<file path="config.mk">
export PLATFORM = sky130hd
export DESIGN_NAME = crit_cell
export DESIGN_NICKNAME = d
export VERILOG_FILES = /design/src/hw/rtl/code_region_interval_table_macros.svh /design/src/hw/rtl/crit_pkg.sv /design/src/hw/rtl/crit_cell.sv
export SDC_FILE = /design/constraint.sdc
export NUM_CORES = 1
export LEC_CHECK = 0
export BUFFER_PORTS_ARGS = -buffer_cell sky130_fd_sc_hd__buf_2
export CORE_AREA = 2 2 39 41
export CTS_BUF_LIST = sky130_fd_sc_hd__clkbuf_16
export CTS_CLUSTER_SIZE = 30
export DETAILED_ROUTE_END_ITERATION = 12
export DIE_AREA = 0 0 41 43
export PLACE_DENSITY = 0.69
export SYNTH_ARGS = -nofsm -noshare
export SYNTH_HDL_FRONTEND = slang
export SYNTH_SLANG_ARGS = --single-unit
</file>
<file path="constraint.sdc">
create_clock -name clk -period 2.6 [get_ports clk]
set_input_delay 0.13 -clock clk [delete_from_list [all_inputs] [get_ports clk]]
set_output_delay 0.13 -clock clk [all_outputs]
set_load 0.02 [all_outputs]
</file>
<file path="src/hw/rtl/code_region_interval_table_macros.svh">
// Assertion helpers for the region table. Both expect clk and rst_n in scope.
`ifndef CODE_REGION_INTERVAL_TABLE_MACROS_SVH
`define CODE_REGION_INTERVAL_TABLE_MACROS_SVH

// The consequent must hold in the same cycle as the antecedent.
`define CRIT_ASSERT_SAME(label, ante, cons, msg) \
    label: assert property (@(posedge clk) disable iff (!rst_n) (ante) |-> (cons)) \
        else $error(msg);

// The consequent must hold in the cycle after the antecedent.
`define CRIT_ASSERT_NEXT(label, ante, cons, msg) \
    label: assert property (@(posedge clk) disable iff (!rst_n) (ante) |=> (cons)) \
        else $error(msg);

`endif

</file>
<file path="src/hw/rtl/crit_pkg.sv">
`default_nettype none

package crit_pkg;

    localparam int ADDR_W   = 64;
    localparam int HANDLE_W = 6;
    localparam int GEN_W    = 32;
    localparam int COUNT_W  = 7;

    localparam logic [2:0] OP_STAGE      = 3'd0;
    localparam logic [2:0] OP_REGISTER   = 3'd1;
    localparam logic [2:0] OP_REMOVE_HND = 3'd2;
    localparam logic [2:0] OP_REMOVE_OVL = 3'd3;
    localparam logic [2:0] OP_LOOKUP     = 3'd4;

    localparam logic [1:0] ST_OK        = 2'd0;
    localparam logic [1:0] ST_INVALID   = 2'd1;
    localparam logic [1:0] ST_NOT_FOUND = 2'd2;
    localparam logic [1:0] ST_FULL      = 2'd3;

    typedef struct packed {
        logic pop;
        logic push;
    } crit_shift_t;

endpackage

`default_nettype wire

</file>
<file path="src/hw/rtl/crit_cell.sv">
`default_nettype none

module crit_cell
    import crit_pkg::*;
#(
    parameter int EW  = 8,
    parameter int LW  = 2,
    parameter int IDX = 0
)
(
    input  wire logic          clk,
    input  wire crit_shift_t   ctl,
    input  wire logic [LW-1:0] wr,
    input  wire logic [EW-1:0] next_entry,
    input  wire logic [EW-1:0] push_entry,
    output logic      [EW-1:0] entry
);

    logic [EW-1:0] entry_reg;
    logic [EW-1:0] entry_next;
    logic          take;

    always_comb
    begin
        take       = ctl.push && (wr == LW'(IDX));
        entry_next = entry_reg;
        if (take)
        begin
            entry_next = push_entry;
        end
        else if (ctl.pop)
        begin
            entry_next = next_entry;
        end
    end

    always_ff @(posedge clk)
    begin
        entry_reg <= entry_next;
    end

    assign entry = entry_reg;

endmodule

`default_nettype wire

</file>
### Word-level counts from Yosys, hierarchy flattened

Index checks and enable logic that the tools add are counted.

* register bits after elaboration: 8
* logic and storage cells: 6

* multiplexer cells: 2
* reductions and logical operators: 3

Operators by type and width (count)
* two-way mux 8 bit: 2
* logical NOT 2 bit: 1
* nonzero test 2 bit: 1
* logical AND 1 bit: 1

### Depth between registers and ports, before layout

* depth after elaboration: 3
* mapped depth: 2
* depth with buffers taken out: 2

### Least setup slack after synthesis

No wires, ideal clock.

* kind: input -> register
* from: input port wr[1]
* to: register entry_reg[0], in the netlist entry[0], data pin
* data arrival time: 0.838 ns
* setup slack: 1.502 ns
* cell stages on the path: 2
* buffers on the path: 0
* cell sequence: nor3b_4 -> mux2_2

* cells in the longest elaborated chain, start to end: 3

Ends and longest elaborated chain
* start, declared: line crit_cell.sv:13 `input wire logic [LW-1:0] wr,`
* logical NOT 2 bit: line crit_cell.sv:25 `take = ctl.push && (wr == LW'(IDX));`
* logical AND 1 bit: line crit_cell.sv:25
* two-way mux 8 bit: line crit_cell.sv:27 `if (take)`
* via entry_next[0]: line crit_cell.sv:20 `logic [EW-1:0] entry_next;`
* end signal, assigned: line crit_cell.sv:39 `entry_reg <= entry_next;`
* end, declared: line crit_cell.sv:19 `logic [EW-1:0] entry_reg;`

The timed path passes the listed nets, and every way through them passes these cells.
A chain may end at the register's enable or synchronous reset.

### Final worst setup path

* from: input port wr[1]
* to: register entry_reg[4], in the netlist entry[4], data pin

The elaborated chain is that of the path after synthesis.

==> flow_summary.yaml <==
run:
  maxCapViolations: 0
finish:
  layout.cells.non_filler: 65
  utilization_pct: 42.7
  drive_gt1_share_pct: 83.7
  finalNetCount: 72
  largest_reg_flops: 8
  area_growth_syn_to_layout_pct: 66.2
  n_fill_cell: 128
  antennaDiodeCount: 0
sta:
  timing.fmax_ghz: 0.925
  slew_headroom_pct: 70.8
  finalCritPeriodShare_pct: 41.6
  setup_viol: 0
  finalCriticalPeriod_ps: 1080
  worstMarginPinSlew_ps: 437
  drv_slew: 0
  rsz0062_at_grt: "no"
  fin_tns_setup_ps: 0
  timing_hold_violations_final: 0
drt:
  drtIter0Drc: 0
  via_count: 273
  postRouteAntennaNets: 0
  wire_per_inst_um: 11.8
  drc: 0
  wirelength_um: 766
  vias_per_cell: 4.20
  drtPass1Iterations: 1
outcome:
  outcome: "complete, no violations"
yosys:
  synthDominantCellAreaShare_pct: 67.6
  synth_common_cells: "edfxtp_1, mux2_2, nor3b_4, or2_2"
  ys_seq_elements: 8
  synth_top_flop_cell: "edfxtp_1"
  yosysSeqAreaShare_pct: 67.6
  ys_warn_count: 0
  synth_cells: 18
  synth_edf_count: 8
  syn_area_um2: 355
  syn_avg_cell_area_um2: 19.7
  synth_area_leaders: "edfxtp_1, mux2_2, nor3b_4, or2_2"
  syn-num-nets: 39
  synthArstFlopShare_pct: 0
  yosysTopAreaCell: "edfxtp_1"
  synth_cell_type_count: 4
cts:
  path_clk_slew_ps: 30
  cts-buffers-inserted: 3
  ctsHoldBuffers: 0
  cts_tree: "built"
  ctsLongestPathBuffers: 2
  cts_resized: 0
  post_cts_buffers: 0
  clock_sinks: 8
  htree_levels: 1
  cts_root_buf: "clkbuf_16"
global_route:
  grt_first_pass_wirelength_mm: 1.10
  grt_pass1_vias: 291
  grt-ovfl-total: 0
  antenna_found_initial: 0
  grt_max_degree: 10
  grt_usage_pct: 10.2
power_and_ir_drop:
  power.leakage_nw: 0.265
  vdd_drop_max_mv: 0.283
  combPwrFrac_pct: 13.0
  pwr_density_cell_nw_per_um2: 807
  p_switching_mw: 0.0911
  clock_power_share_pct: 53.1
  design_power_total_mw: 0.476
  p_int_mw: 0.385
  seqPwrFrac_pct: 33.9
  sw_frac_of_total_pct: 19.1
setup_path:
  path_class: "in2reg"
  cp_data_required_time_ps: 2570
  cp-end-kind: "register"
  slowest_stage: "nor3b_4"
  setup.worst_path.start_class: "input port"
  crit_family: "simple AND/OR/NAND/NOR gates"
  arrival_ps: 1050
  crit_chain: "buf_2 -> nor3b_4 -> mux2_2"
  worst-path-buf-inv: 1
  critical-path-max-stage-delay_ps: 410
  worstPathMaxFanout: 9
floorplanning:
  die_h_um: 43
  die-area_um2: 1760
  row_count: 14
  core_area_um2: 1380
  ioPinCount: 29
  initial_core_util_pct: 25.7
  die_w_um: 41
placed_design:
  io_buffers: 28
  placed_cells: 62
  gp_congestion: 0.636
hold_path:
  hp-class: "in2reg"
## layer usage
layer	track usage [%]	vias to the layer above	routed length (um)
met3	5.24	2	124
met4	8.00	0	12
met5	0	-	0
met1	10.4	107	336
met2	14.7	31	293
li1	-	133	-
## kinds of logic after synthesis
kind of cell,after synthesis,share of synthesized area [%]
muxes,8,25.4
DFF,8,67.6
and+or+nand+nor,2,7.04
## power by group through the flow
stage	registers [mW]	logic [mW]	clock network [mW]
finish	0.162	0.0618	0.253
global route	0.163	0.0681	0.262
global placement	0.164	0.0616	0
detailed placement	0.164	0.0626	0
CTS	0.162	0.0629	0.256
floorplan	0.182	0.0145	0
## metrics by stage
step / area, um^2 / setup WS (ps) / hold WS [ps]
5_1_grt: 591 / 1450 / 214
6_report: 591 / 1520 / 211
2_1_floorplan: 355 / 1500 / 350
3_5_place_dp: 515 / 1270 / 442
4_1_cts: 591 / 1510 / 208
3_3_place_gp: 515 / 1310 / 439
## path summary, 6_finish.rpt
path / cells after the start / from / end
worst max-delay path: 3 / wr[1] / entry[4]
worst min-delay path: 2 / next_entry[1] / entry[1]
## cells in the final DEF (no fill, tap or decap)
| master | synthesis | layout |
|---|---|---|
| edfxtp_1 | 8 | 8 |
| nor3b_4 | 1 | 1 |
| buf_2 | 0 | 28 |
| or2_2 | 1 | 1 |
| mux2_2 | 8 | 8 |
| clkbuf_16 | 0 | 3 |
## layout make-up
class | instances | area (um^2) | share of cell area, %
Timing Repair Buffer | 28 | 140 | 23.7
Multi-Input combinational cell | 10 | 115 | 19.5
Sequential cell | 8 | 240 | 40.7
Clock buffer | 3 | 75.1 | 12.7
Tap cell | 16 | 20.0 | 3.39
Power figures use the tool's default switching activity.
